`src/rtl/yrbd_pkg.sv`:
```
`timescale 1ns / 1ps
// shared widths, register indexes, reset values and stage types of the row box decoder
package yrbd_pkg;

  localparam int MAX_ROW_LENGTH_DEF = 1024;

  localparam int VALUE_W     = 32;
  localparam int SCORE_W     = 31;
  localparam int CLS_W       = 3;
  localparam int PIX_W       = 12;
  localparam int FRAME_W     = 13;
  localparam int THR_W       = 17;
  localparam int PAD_W       = 12;
  localparam int SCALE_W     = 24;
  localparam int DIFF_W      = 35;
  localparam int PROD_W      = DIFF_W + SCALE_W + 1;
  localparam int CFG_IDX_W   = 3;
  localparam int CFG_DATA_W  = 24;
  localparam int OUT_TDATA_W = 88;

  localparam logic [CFG_IDX_W-1:0] REG_SCORE_THRESHOLD = 3'd0;
  localparam logic [CFG_IDX_W-1:0] REG_PAD_LEFT        = 3'd1;
  localparam logic [CFG_IDX_W-1:0] REG_PAD_TOP         = 3'd2;
  localparam logic [CFG_IDX_W-1:0] REG_INVERSE_SCALE   = 3'd3;
  localparam logic [CFG_IDX_W-1:0] REG_FRAME_WIDTH     = 3'd4;
  localparam logic [CFG_IDX_W-1:0] REG_FRAME_HEIGHT    = 3'd5;

  localparam logic [THR_W-1:0]   THRESHOLD_RST = 17'd16384;
  localparam logic [PAD_W-1:0]   PAD_RST       = 12'd0;
  localparam logic [SCALE_W-1:0] SCALE_RST     = 24'd65536;
  localparam logic [FRAME_W-1:0] FRAME_W_RST   = 13'd1920;
  localparam logic [FRAME_W-1:0] FRAME_H_RST   = 13'd1080;
  localparam logic [FRAME_W-1:0] FRAME_MAX     = 13'd4096;

  localparam logic [CLS_W-1:0] CLS_CAR   = 3'd2;
  localparam logic [CLS_W-1:0] CLS_MOTO  = 3'd3;
  localparam logic [CLS_W-1:0] CLS_BUS   = 3'd5;
  localparam logic [CLS_W-1:0] CLS_TRUCK = 3'd7;

  // finished row: box fields, winner and whether the row may still produce a box
  typedef struct packed {
    logic signed [VALUE_W-1:0] cx;
    logic signed [VALUE_W-1:0] cy;
    logic signed [VALUE_W-1:0] w;
    logic signed [VALUE_W-1:0] h;
    logic [SCORE_W-1:0]        score;
    logic [CLS_W-1:0]          cls;
    logic                      qualified;
  } row_t;

  // corners in twice-network units, pad removed
  typedef struct packed {
    logic signed [DIFF_W-1:0] dl;
    logic signed [DIFF_W-1:0] dt;
    logic signed [DIFF_W-1:0] dr;
    logic signed [DIFF_W-1:0] db;
    logic [SCORE_W-1:0]       score;
    logic [CLS_W-1:0]         cls;
  } corner_t;

  // clamped corners in frame pixels
  typedef struct packed {
    logic [PIX_W-1:0]   left;
    logic [PIX_W-1:0]   top;
    logic [PIX_W-1:0]   right;
    logic [PIX_W-1:0]   bottom;
    logic [SCORE_W-1:0] score;
    logic [CLS_W-1:0]   cls;
  } box_t;

  function automatic logic vehicle_class(input logic [15:0] idx);
    return (idx == 16'(CLS_CAR)) || (idx == 16'(CLS_MOTO)) ||
           (idx == 16'(CLS_BUS)) || (idx == 16'(CLS_TRUCK));
  endfunction

endpackage

```
`src/rtl/yrbd_corner.sv`:
```
`timescale 1ns / 1ps
// score filter and corner forming with letterbox pad removal
module yrbd_corner import yrbd_pkg::*; (
  input  logic             clk,
  input  logic             rst_n,
  input  logic             row_valid,
  output logic             row_ready,
  input  row_t             row,
  input  logic [THR_W-1:0] score_threshold,
  input  logic [PAD_W-1:0] pad_left,
  input  logic [PAD_W-1:0] pad_top,
  output logic             corner_valid,
  input  logic             corner_ready,
  output corner_t          corner
);

  logic                     corner_valid_r;
  corner_t                  corner_r;
  logic                     keep;
  logic signed [DIFF_W-1:0] cx2, cy2, w_e, h_e, padl, padt;

  assign row_ready = !corner_valid_r || corner_ready;
  assign keep      = row.qualified && (row.score >= SCORE_W'(score_threshold));

  assign cx2  = {{2{row.cx[VALUE_W-1]}}, row.cx, 1'b0};
  assign cy2  = {{2{row.cy[VALUE_W-1]}}, row.cy, 1'b0};
  assign w_e  = {{3{row.w[VALUE_W-1]}}, row.w};
  assign h_e  = {{3{row.h[VALUE_W-1]}}, row.h};
  assign padl = {6'b0, pad_left, 17'b0};
  assign padt = {6'b0, pad_top, 17'b0};

  always_ff @(posedge clk) begin
    if (!rst_n) begin
      corner_valid_r <= 1'b0;
    end else if (row_ready) begin
      corner_valid_r <= row_valid && keep;
    end
  end

  always_ff @(posedge clk) begin
    if (row_ready && row_valid) begin
      corner_r.dl    <= cx2 - w_e - padl;
      corner_r.dr    <= cx2 + w_e - padl;
      corner_r.dt    <= cy2 - h_e - padt;
      corner_r.db    <= cy2 + h_e - padt;
      corner_r.score <= row.score;
      corner_r.cls   <= row.cls;
    end
  end

  assign corner_valid = corner_valid_r;
  assign corner       = corner_r;

endmodule

```
`config.mk`:
```
export PLATFORM = sky130hd
export DESIGN_NAME = yrbd_corner
export DESIGN_NICKNAME = d
export VERILOG_FILES = /design/src/rtl/yrbd_pkg.sv /design/src/rtl/yrbd_corner.sv
export SDC_FILE = /design/constraint.sdc
export NUM_CORES = 1
export LEC_CHECK = 0
export ABC_CLOCK_PERIOD_IN_PS = 18900
export BUFFER_PORTS_ARGS = -buffer_cell sky130_fd_sc_hd__buf_2
export CAP_MARGIN = 20
export CORE_UTILIZATION = 45
export DETAILED_ROUTE_END_ITERATION = 8
export HOLD_SLACK_MARGIN = 0.05
export PLACE_DENSITY = 0.69
export SYNTH_ARGS = -nofsm -noshare
export SYNTH_HDL_FRONTEND = slang
export SYNTH_SLANG_ARGS = --single-unit
export TNS_END_PERCENT = 10
```
`constraint.sdc`:
```
create_clock -name clk -period 18.9 [get_ports clk]
set_input_delay 4.725 -clock clk [delete_from_list [all_inputs] [get_ports clk]]
set_output_delay 4.725 -clock clk [all_outputs]
set_load 0.01 [all_outputs]
```
==> results of run 1 <==
-- metal layers --
| metal | vias up | part of all wire, % |
|---|---|---|
| met5 | - | 0 |
| met4 | 0 | 3.3 |
| met3 | 74 | 4.5 |
| met2 | 397 | 48 |
| met1 | 5766 | 44 |
| li1 | 6333 | - |
-- area by class of cell --
| class | instances | area, sq um |
|---|---|---|
| Fill cell | 3065 | 15200 |
| Multi-Input combinational cell | 1076 | 8910 |
| Sequential cell | 175 | 5250 |
| Timing Repair Buffer | 385 | 1930 |
| Inverter | 359 | 1350 |
| Tap cell | 448 | 561 |
| Clock buffer | 19 | 443 |
| Clock inverter | 13 | 153 |
| Antenna cell | 1 | 2.50 |
-- tightest hold or removal path: stages, from the launching register on --
cell and delay [ns]:
dfxtp_1 0.31, nand2b_1 0.10, o22ai_1 0.09
-- cells in the final DEF, fill, tap and decap left out, types with 16 or more instances in the layout --
cell / n
a21o_1: 70
a21oi_1: 115
a31oi_1: 20
buf_2: 383
clkbuf_16: 17
edfxtp_1: 174
fa_1: 52
ha_1: 227
inv_1: 359
nand2_1: 73
nand2b_1: 22
nand3_1: 23
nand4_1: 18
nor2_1: 67
nor2b_1: 23
nor3_1: 16
o21ai_0: 63
xnor2_1: 72
xor2_1: 48
-- power groups by stage --
stage | Combinational [W] | Clock (W) | Sequential [W]
after floorplan | 0.000424 | 0 | 0.000601
after global placement | 0.000667 | 0 | 0.000560
after detailed placement | 0.000672 | 0 | 0.000561
after CTS | 0.000680 | 0.000376 | 0.000553
after global routing | 0.000755 | 0.000390 | 0.000559
final | 0.000678 | 0.000367 | 0.000552
-- cell families after synthesis --
group                      share of synthesized area [%]
AOI/OAI and AO/OA                                   16.1
buffers and inverters                               9.10
and+or+nand+nor                                     9.28
adders and majority gates                           24.9
DFF                                                 33.7
xor gates and xnor gates                            6.75
muxes                                              0.161
-- sequential cells by signal (all words and copies together) (netlist names) --
register / cells
corner_valid: 1
corner: 174
-- through the flow --
stage               instances  area (sq um)  hold WS (ns)  setup slack (ns)
floorplan                1626         15600         0.608              9.27
global placement         2443         18000         0.519              9.06
detailed placement       2443         18000         0.542              9.05
CTS                      2475         18600         0.553              9.04
global route             2476         18600         0.588              9.02
finish                   2476         18600         0.553              9.04
-- worst max-delay path by stage --
stage            startpoint        end  slack [ns]  cells after the start
6_report       corner_ready  row_ready        9.04                      3
5_1_grt        corner_ready  row_ready        9.02                      3
4_1_cts        corner_ready  row_ready        9.04                      3
3_5_place_dp   corner_ready  row_ready        9.05                      3
3_3_place_gp   corner_ready  row_ready        9.06                      3
2_1_floorplan  corner_ready  row_ready        9.27                      1
==> out/metrics.csv, run 1 <==
stage,metric,value,unit
global_routing,grt_pass1_vias,12300,
logic_synthesis,async_reset_ff_share,0,%
drt,drc,0,
global_routing,gr-total-overflow,0,
setup_path,crit_family,buffers and inverters,
final_layout,syn_to_final_growth,19.4,%
clocking,htreeDepth,4,
worst_hold_path,whs_endpoint,corner_valid$_SDFFE_PN0N_,
drt,first_pass_iters,5,
setup_path,cp_cell_sequence,buf_2 > nand2b_1 > buf_2,
pwr,combPwrFrac,42.5,%
logic_synthesis,synth_top_area_share,33.6,%
timing,skew,0.00986,ns
clocking,clock_sinks,175,
pwr,peakVddDrop,0.0000623,V
clocking,cts_setup_buffers,0,
global_routing,antenna_found_initial,1,
timing,final.setup.tns,0,ns
setup_path,path_buf_inv,2,
timing,fmax,101,MHz
pwr,seq_power_share,34.6,%
pwr,switching_share,36.3,%
drt,postRouteWirelength,37.4,mm
timing,worstMarginPinSlew,1.01,ns
logic_synthesis,yosysUniqueCellTypes,66,
drt,wire_per_inst,15.1,microns
setup_path,start_kind,input pin,
floorplanning,chipHeight,188,microns
outcome,status,finished clean,
global_routing,use_met2,36.1,%
pwr,power_switching,0.000579,W
placed_design,port_buffers,383,
global_routing,grt_max_degree,78,
clocking,clk_path_buf_depth,2,
logic_synthesis,synth_area_leaders,"edfxtp_1 34%, ha_1 18%, inv_1 8.7%",
setup_path,required,14.18,ns
clocking,clock_latency,0.46,ns
floorplanning,pin_count,384,
clocking,clockRootBuffer,clkbuf_16,
clocking,cts_inserted_buffers,17,
setup_path,worst-r2r-cell-count,3,
logic_synthesis,synth-seq-area-share,33.7,%
pwr,leakagePower,9.32,nW
logic_synthesis,synth_edf_count,174,
logic_synthesis,yosysWarningCount,0,
setup_path,r2r_start,corner_valid$_SDFFE_PN0N_,
placed_design,hpwl,30.6,mm
final_layout,nets,2501,
placed_design,place_congestion,0.914,
setup_path,critical_path_class,input pin to output pin,
global_routing,use_met1,27.0,%
global_routing,grt-busiest-layer,met2,
timing,hold_viol_final,0,
setup_path,crit_path_max_fanout,3,
worst_hold_path,hold_depth,2,
global_routing,grt_pass1_wl,60.1,mm
setup_path,slowest_stage,nand2b_1,
timing,fin_crit,9.86,ns
timing,slew_violations,0,
pwr,power.density,85.9,mW/mm^2
timing,slew_headroom,32.8,%
final_layout,drive_gt1_share,21.1,%
timing,rsz0062_at_grt,no,
logic_synthesis,yosysMostFrequentCell,inv_1,
drt,antenna_left,0,
timing,setup_violations,0,
global_routing,grt_usage,21.3,%
pwr,clkPwrFrac,23.0,%
clocking,clkTransAtPathRegs,0.07,ns
logic_synthesis,synthCells,1626,
run,max_cap_viol_count,0,
worst_hold_path,holdCritStartpoint,corner_valid$_SDFFE_PN0N_,
clocking,cts_resized,0,
global_routing,groute.layer.met3.usage,3.03,%
setup_path,crit_top_cell,buf_2,
clocking,cts_tree,done,
drt,vias,12600,
floorplanning,die-area,0.0353,sq mm
logic_synthesis,synth_top_flop_cell,edfxtp_1,
final_layout,utilization,55.0,%
drt,drt-vias-per-instance,5.08,
logic_synthesis,syn_area_per_cell,9.57,sq um
logic_synthesis,synth.cell_area,0.0156,sq mm
logic_synthesis,synth.net_count,2113,
clocking,cts_hold_buf,0,
timing,period_share,52.1,%
logic_synthesis,synth_top_area_cell,edfxtp_1,
floorplanning,num_rows,67,
pwr,total_power,0.00160,W
worst_hold_path,hold_class,flop to flop,
setup_path,crit_arrival,5.13,ns
setup_path,slowest_delay,0.16,ns
logic_synthesis,synthTopCellsByCount,"359 x inv_1, 227 x ha_1, 174 x edfxtp_1",
logic_synthesis,ys_ff_latch,175,
drt,initialDrtViolationCount,512,
floorplanning,start_util,46.1,%
setup_path,rrSetupSlack,16.66,ns
floorplanning,fp.dieW,188,microns
floorplanning,coreArea,0.0338,sq mm
setup_path,regToRegEndpoint,corner[114]$_DFFE_PP_,
pwr,p_int,0.00102,W
setup_path,end_kind,output pin,
(Power assumes the default switching activity.)
==> run 2: changes to the inputs <==
--- a/config.mk
+++ b/config.mk
@@ -5,13 +5,14 @@
 export SDC_FILE = /design/constraint.sdc
 export NUM_CORES = 1
 export LEC_CHECK = 0
-export ABC_CLOCK_PERIOD_IN_PS = 18900
+export ABC_AREA = 1
+export ABC_CLOCK_PERIOD_IN_PS = 10200
 export BUFFER_PORTS_ARGS = -buffer_cell sky130_fd_sc_hd__buf_2
 export CAP_MARGIN = 20
 export CORE_UTILIZATION = 45
 export DETAILED_ROUTE_END_ITERATION = 8
 export HOLD_SLACK_MARGIN = 0.05
-export PLACE_DENSITY = 0.69
+export PLACE_DENSITY = 0.68
 export SYNTH_ARGS = -nofsm -noshare
 export SYNTH_HDL_FRONTEND = slang
 export SYNTH_SLANG_ARGS = --single-unit
==> constraint.sdc (replaced) <==
create_clock -name clk -period 10.2 [get_ports clk]
set_input_delay 2.55 -clock clk [delete_from_list [all_inputs] [get_ports clk]]
set_output_delay 2.55 -clock clk [all_outputs]
set_load 0.01 [all_outputs]
==> out/metrics.csv, run 2 <==
stage,metric,value,unit,change
final_layout,ff_latch_area,0.00525,sq mm,unchanged
drt,initialDrtViolationCount,1020,,was 512
drt,drt-vias-per-instance,5.04,,was 5.08
timing,skew,0.0118,ns,was 0.00986 ns
logic_synthesis,yosysMostFrequentCell,nand2_1,,was inv_1
setup_path,required,7.65,ns,was 14.18 ns
final_layout,final_common_cell,nand2_1,,was buf_2
final_layout,syn_to_final_growth,18.4,%,was 19.4%
pwr,peakVddDrop,0.000132,V,was 0.0000623 V
logic_synthesis,synth.net_count,2712,,was 2113
timing,worst_slack,4.69,ns,was 9.04 ns
final_layout,fillers,3631,,was 3065
logic_synthesis,synth_edf_count,174,,unchanged
run,max_cap_viol_count,0,,unchanged
timing,period_share,54.0,%,
logic_synthesis,syn_area_per_cell,7.70,sq um,was 9.57 sq um
pwr,power.density,153,mW/mm^2,was 85.9 mW/mm^2
timing,final.setup.tns,0,ns,unchanged
clocking,clockRootBuffer,clkbuf_16,,unchanged
clocking,cts_inserted_buffers,17,,unchanged
logic_synthesis,yosysWarningCount,0,,unchanged
logic_synthesis,synth_top_flop_cell,edfxtp_1,,unchanged
clocking,clock_sinks,175,,unchanged
drt,first_pass_iters,5,,unchanged
pwr,leakagePower,10.5,nW,was 9.32 nW
timing,holdWs,0.542,ns,was 0.553 ns
global_routing,grt_pass1_vias,15700,,was 12300
pwr,combPwrFrac,45.7,%,was 42.5%
timing,setup_violations,0,,unchanged
final_layout,final_area,0.0203,sq mm,was 0.0186 sq mm
outcome,status,finished clean,,unchanged
final_layout,antenna_cells,0,,was 1
floorplanning,pin_count,384,,unchanged
clocking,cts_hold_buf,0,,unchanged
pwr,total_power,0.00310,W,was 0.00160 W
clocking,clock_latency,0.46,ns,about the same
timing,slew_headroom,5.25,%,was 32.8%
final_layout,multiInputGateArea,0.0101,sq mm,was 0.00891 sq mm
logic_synthesis,synth_top_area_share,30.5,%,was 33.6%
timing,hold_viol_final,0,,unchanged
floorplanning,start_util,45.6,%,was 46.1%
logic_synthesis,synth_area_leaders,"edfxtp_1 30%, ha_1 17%, nand2_1 11%",,"was edfxtp_1 34%, ha_1 18%, inv_1 8.7%"
setup_path,crit_path_max_fanout,2,,was 3
placed_design,place_congestion,0.999,,was 0.914
pwr,switching_share,41.9,%,was 36.3%
worst_hold_path,hold_class,flop to flop,,unchanged
drt,drc,0,,unchanged
global_routing,grt_max_degree,175,,was 78
timing,fmax,182,MHz,
pwr,power_switching,0.00130,W,was 0.000579 W
floorplanning,coreArea,0.0376,sq mm,was 0.0338 sq mm
drt,postRouteWirelength,51.3,mm,was 37.4 mm
setup_path,start_kind,input pin,,unchanged
clocking,clk_path_buf_depth,2,,unchanged
final_layout,layout_common_cells,"508 x nand2_1, 473 x inv_1, 383 x buf_2",,"was 383 x buf_2, 359 x inv_1, 227 x ha_1"
timing,slew_violations,0,,unchanged
global_routing,grt_pass1_wl,79.9,mm,was 60.1 mm
final_layout,nets,3115,,was 2501
placed_design,port_buffers,383,,unchanged
timing,worstMarginPinSlew,1.42,ns,was 1.01 ns
clocking,clkTransAtPathRegs,0.07,ns,about the same
setup_path,critical_path_class,input pin to output pin,,unchanged
clocking,cts_resized,0,,unchanged
floorplanning,die-area,0.0389,sq mm,was 0.0353 sq mm
timing,fin_crit,5.51,ns,
global_routing,grt_usage,26.6,%,was 21.3%
floorplanning,chipHeight,197,microns,was 188 microns
logic_synthesis,synthCells,2225,,was 1626
drt,vias,15900,,was 12600
placed_design,place_area,0.0197,sq mm,was 0.0180 sq mm
drt,antenna_left,0,,unchanged
drt,wire_per_inst,16.3,microns,was 15.1 microns
clocking,htreeDepth,4,,unchanged
final_layout,drive_gt1_share,18.1,%,was 21.1%
clocking,cts_tree,done,,unchanged
floorplanning,num_rows,71,,was 67
pwr,p_int,0.00180,W,was 0.00102 W
clocking,cts_setup_buffers,0,,unchanged
placed_design,place_ws,4.69,ns,was 9.05 ns
logic_synthesis,synthTopCellsByCount,"508 x nand2_1, 473 x inv_1, 227 x ha_1",,"was 359 x inv_1, 227 x ha_1, 174 x edfxtp_1"
pwr,clkPwrFrac,21.3,%,was 23.0%
logic_synthesis,synth.cell_area,0.0171,sq mm,was 0.0156 sq mm
floorplanning,fp.dieW,197,microns,was 188 microns
logic_synthesis,ys_ff_latch,175,,unchanged
timing,rsz0062_at_grt,no,,unchanged
logic_synthesis,synth_top_area_cell,edfxtp_1,,unchanged
logic_synthesis,async_reset_ff_share,0,%,unchanged
setup_path,end_kind,output pin,,unchanged
global_routing,antenna_found_initial,1,,unchanged
logic_synthesis,synth-seq-area-share,30.6,%,was 33.7%
setup_path,crit_arrival,2.96,ns,was 5.13 ns
pwr,seq_power_share,33.0,%,was 34.6%
logic_synthesis,yosysUniqueCellTypes,36,,was 66
final_layout,largest_reg_flops,174,,unchanged
global_routing,gr-total-overflow,0,,unchanged
placed_design,hpwl,43.7,mm,was 30.6 mm
run 2: cell types whose count changed in the layout (fill, tap and decap cells not counted), sizes merged, moves of 42 or more:
cell   previous run  this run
nor2             67       191
a21o             70         9
inv             364       485
a21oi           118       191
xnor2            72        14
o21ai            65       107
nand2            73       536
nand3            23        92
run 2: final timing paths:
kind,start,end,slack [ns],cells after the start
min,corner_valid$_SDFFE_PN0N_,corner_valid$_SDFFE_PN0N_,0.54,2
max reg2reg,corner_valid$_SDFFE_PN0N_,corner[158]$_DFFE_PP_,8.24,2
max,corner_ready,row_ready,4.69,4
min reg2reg,corner_valid$_SDFFE_PN0N_,corner_valid$_SDFFE_PN0N_,0.54,2
run 2: layout make-up:
type	instances	share of cell area, %
multi-input combinational	1573	49.8
clock inverter	14	0.715
tap	511	3.15
sequential	175	25.8
clock buffer	17	2.10
inverter	477	8.82
timing repair buffer	384	9.54
run 2: logic make-up after synthesis:
group / count (synthesis) / synth area share (%)
adders and majority gates: 279 / 22.7
AOI/OAI and AO/OA: 337 / 10.8
xor gates and xnor gates: 83 / 4.24
and+or+nand+nor: 874 / 21.2
buffers and inverters: 477 / 10.4
DFF: 175 / 30.6
run 2: worst max-delay path, cell delays in order:
cell and delay, ns:
buf_2 0.10, inv_1 0.10, nand2_1 0.08, buf_2 0.14
run 2: stage by stage:
step | utilization (%) | instances
2_1_floorplan | - | 2225
3_5_place_dp | 52.5 | 3120
6_report | 54.0 | 3151
3_3_place_gp | 52.5 | 3120
4_1_cts | 54.0 | 3151
5_1_grt | 54.0 | 3151
run 2: metal layers:
metal | GRT usage, % | share of wire, % | vias up
li1 | - | - | 7921
met4 | 10.4 | 3.2 | 2
met5 | 0 | 0.021 | -
met1 | 33.5 | 43 | 7304
met2 | 45.9 | 49 | 557
met3 | 3.60 | 5.6 | 85
run 2: power groups by stage:
stage               registers (W)  logic (W)  clock network, W
CTS                       0.00102    0.00141          0.000673
floorplan                 0.00110   0.000840                 0
global placement          0.00104    0.00139                 0
detailed placement        0.00104    0.00140                 0
finish                    0.00102    0.00142          0.000659
global route              0.00103    0.00158          0.000695
==> run 3: changes to the inputs <==
--- a/config.mk
+++ b/config.mk
@@ -6,13 +6,13 @@
 export NUM_CORES = 1
 export LEC_CHECK = 0
 export ABC_AREA = 1
-export ABC_CLOCK_PERIOD_IN_PS = 10200
+export ABC_CLOCK_PERIOD_IN_PS = 4600
 export BUFFER_PORTS_ARGS = -buffer_cell sky130_fd_sc_hd__buf_2
 export CAP_MARGIN = 20
 export CORE_UTILIZATION = 45
 export DETAILED_ROUTE_END_ITERATION = 8
 export HOLD_SLACK_MARGIN = 0.05
-export PLACE_DENSITY = 0.68
+export PLACE_DENSITY = 0.71
 export SYNTH_ARGS = -nofsm -noshare
 export SYNTH_HDL_FRONTEND = slang
 export SYNTH_SLANG_ARGS = --single-unit
==> constraint.sdc (replaced) <==
create_clock -name clk -period 4.6 [get_ports clk]
set_input_delay 1.15 -clock clk [delete_from_list [all_inputs] [get_ports clk]]
set_output_delay 1.15 -clock clk [all_outputs]
set_load 0.01 [all_outputs]
==> out/metrics.csv, run 3 (same netlist as run 2, synthesis figures left out) <==
stage,metric,value,unit,change
outcome,status,finished clean,,unchanged
clocking,clock_sinks,175,,unchanged
setup_path,start_kind,input pin,,unchanged
setup_path,required,4.81,ns,was 7.65 ns
clocking,clock_latency,0.47,ns,was 0.46 ns
run,max_cap_viol_count,0,,unchanged
floorplanning,num_rows,71,,unchanged
pwr,clkPwrFrac,21.4,%,was 21.3%
final_layout,layout_common_cells,"508 x nand2_1, 473 x inv_1, 383 x buf_2",,unchanged
global_routing,grt_pass1_vias,15700,,about the same
timing,setup_violations,0,,unchanged
final_layout,utilization,54.1,%,was 54.0%
timing,fin_crit,3.26,ns,
timing,holdWs,0.558,ns,was 0.542 ns
clocking,cts_setup_buffers,0,,unchanged
global_routing,grt_pass1_wl,85.6,mm,was 79.9 mm
drt,postRouteWirelength,56.4,mm,was 51.3 mm
global_routing,use_met2,48.4,%,was 45.9%
setup_path,critPathCapture,corner[53]$_DFFE_PP_,,was row_ready
clocking,cts_resized,0,,unchanged
final_layout,nets,3116,,was 3115
drt,wire_per_inst,17.9,microns,was 16.3 microns
setup_path,r2r_start,corner_valid$_SDFFE_PN0N_,,unchanged
global_routing,antenna_found_initial,0,,was 1
setup_path,rrSetupSlack,2.67,ns,was 8.24 ns
global_routing,grt-busiest-layer,met2,,unchanged
clocking,clockRootBuffer,clkbuf_16,,unchanged
pwr,p_int,0.00399,W,was 0.00180 W
pwr,peakVddDrop,0.000296,V,was 0.000132 V
pwr,seq_power_share,32.6,%,was 33.0%
pwr,leakagePower,10.5,nW,about the same
final_layout,largest_reg_flops,174,,unchanged
clocking,cts_inserted_buffers,17,,unchanged
global_routing,groute.layer.met3.usage,3.72,%,was 3.60%
timing,hold_viol_final,0,,unchanged
setup_path,slowest_stage,fa_1,,was buf_2
drt,antenna_left,0,,unchanged
final_layout,syn_to_final_growth,18.5,%,was 18.4%
timing,period_share,70.9,%,
setup_path,crit_path_max_fanout,4,,was 2
timing,slew_headroom,51.4,%,was 5.25%
pwr,switching_share,42.8,%,was 41.9%
floorplanning,chipHeight,197,microns,unchanged
timing,rsz0062_at_grt,no,,unchanged
floorplanning,pin_count,384,,unchanged
final_layout,final_common_cell,nand2_1,,unchanged
setup_path,crit_start,row[53],,was corner_ready
pwr,power.density,344,mW/mm^2,was 153 mW/mm^2
timing,final.setup.tns,0,ns,unchanged
clocking,clkTransAtPathRegs,0.08,ns,was 0.07 ns
setup_path,slowest_delay,0.58,ns,was 0.14 ns
pwr,combPwrFrac,46.0,%,was 45.7%
timing,worstMarginPinSlew,0.728,ns,was 1.42 ns
setup_path,crit_arrival,3.47,ns,was 2.96 ns
clocking,cts_tree,done,,unchanged
setup_path,critical_path_class,input pin to flop,,was input pin to output pin
timing,worst_slack,1.34,ns,was 4.69 ns
setup_path,crit_family,adder cells,,was buffers and inverters
floorplanning,start_util,45.6,%,unchanged
clocking,clk_path_buf_depth,2,,unchanged
final_layout,final_area,0.0203,sq mm,about the same
global_routing,use_met1,38.6,%,was 33.5%
drt,initialDrtViolationCount,1101,,was 1020
floorplanning,fp.dieW,197,microns,unchanged
worst_hold_path,hold_class,flop to flop,,unchanged
global_routing,gr-total-overflow,0,,unchanged
setup_path,cp.depth,10,,was 4
floorplanning,die-area,0.0389,sq mm,unchanged
drt,first_pass_iters,6,,was 5
drt,drc,0,,unchanged
placed_design,hpwl,48.3,mm,was 43.7 mm
global_routing,grt_usage,28.9,%,was 26.6%
final_layout,drive_gt1_share,18.2,%,was 18.1%
setup_path,cp_cell_sequence,buf_2 > inv_1 > fa_1 > inv_1 > ha_1 > a21oi_1 > o21ai_0 > a21oi_1 > nand3_1 > xor2_1,,was buf_2 > inv_1 > nand2_1 > buf_2
setup_path,worst-r2r-cell-count,2,,unchanged
setup_path,end_kind,flop,,was output pin
placed_design,place_ws,0.896,ns,was 4.69 ns
drt,drt-vias-per-instance,5.08,,was 5.04
pwr,power_switching,0.00299,W,was 0.00130 W
placed_design,place_congestion,0.967,,was 0.999
floorplanning,coreArea,0.0376,sq mm,unchanged
setup_path,regToRegEndpoint,corner[164]$_DFFE_PP_,,was corner[158]$_DFFE_PP_
placed_design,place_area,0.0197,sq mm,about the same
setup_path,path_buf_inv,3,,unchanged
timing,skew,0.00909,ns,was 0.0118 ns
drt,vias,16000,,was 15900
global_routing,grt_max_degree,101,,was 175
clocking,cts_hold_buf,0,,unchanged
timing,slew_violations,0,,unchanged
timing,fmax,307,MHz,
clocking,htreeDepth,4,,unchanged
final_layout,antenna_cells,0,,unchanged
placed_design,port_buffers,383,,unchanged
## run 3: worst min-delay path by stage
stage                                endpoint  cells past startpoint                      start  slack [ns]
finish              corner_valid$_SDFFE_PN0N_                      2  corner_valid$_SDFFE_PN0N_        0.56
floorplan           corner_valid$_SDFFE_PN0N_                      2  corner_valid$_SDFFE_PN0N_        0.61
global placement    corner_valid$_SDFFE_PN0N_                      2  corner_valid$_SDFFE_PN0N_        0.54
global route        corner_valid$_SDFFE_PN0N_                      2  corner_valid$_SDFFE_PN0N_        0.58
detailed placement  corner_valid$_SDFFE_PN0N_                      2  corner_valid$_SDFFE_PN0N_        0.54
CTS                 corner_valid$_SDFFE_PN0N_                      2  corner_valid$_SDFFE_PN0N_        0.55
## run 3: cell type report
class                      count  area, sq um
tap                          511          639
fill                        3665        17300
clock buffer                  17          425
clock inverter                15          144
multi-input combinational   1573        10100
sequential                   175         5250
inverter                     477         1790
timing repair buffer         385         1960
## run 3: worst min-delay path: stages (launching register included)
cell and delay [ns]:
dfxtp_1 0.35, nand2_1 0.10, a21oi_1 0.06
## run 3: routing by layer
layer | share of wire (%) | vias to the layer above | routed length, microns
li1 | - | 7923 | -
met4 | 2.6 | 0 | 1480
met1 | 45 | 7474 | 25500
met5 | 0 | - | 0
met3 | 5.5 | 77 | 3090
met2 | 47 | 543 | 26300
## run 3: stage by stage
| stage | total power, W | std cells |
|---|---|---|
| 3_5_place_dp | 0.00548 | 3121 |
| 4_1_cts | 0.00700 | 3153 |
| 2_1_floorplan | 0.00429 | 2225 |
| 3_3_place_gp | 0.00549 | 3121 |
| 6_report | 0.00699 | 3153 |
| 5_1_grt | 0.00741 | 3153 |
## run 3: power by group through the flow
stage          Clock [W]  Sequential, W  Combinational (W)
6_report         0.00149        0.00228            0.00322
5_1_grt          0.00157        0.00230            0.00354
4_1_cts          0.00152        0.00228            0.00320
3_5_place_dp           0        0.00231            0.00318
3_3_place_gp           0        0.00231            0.00318
2_1_floorplan          0        0.00243            0.00186
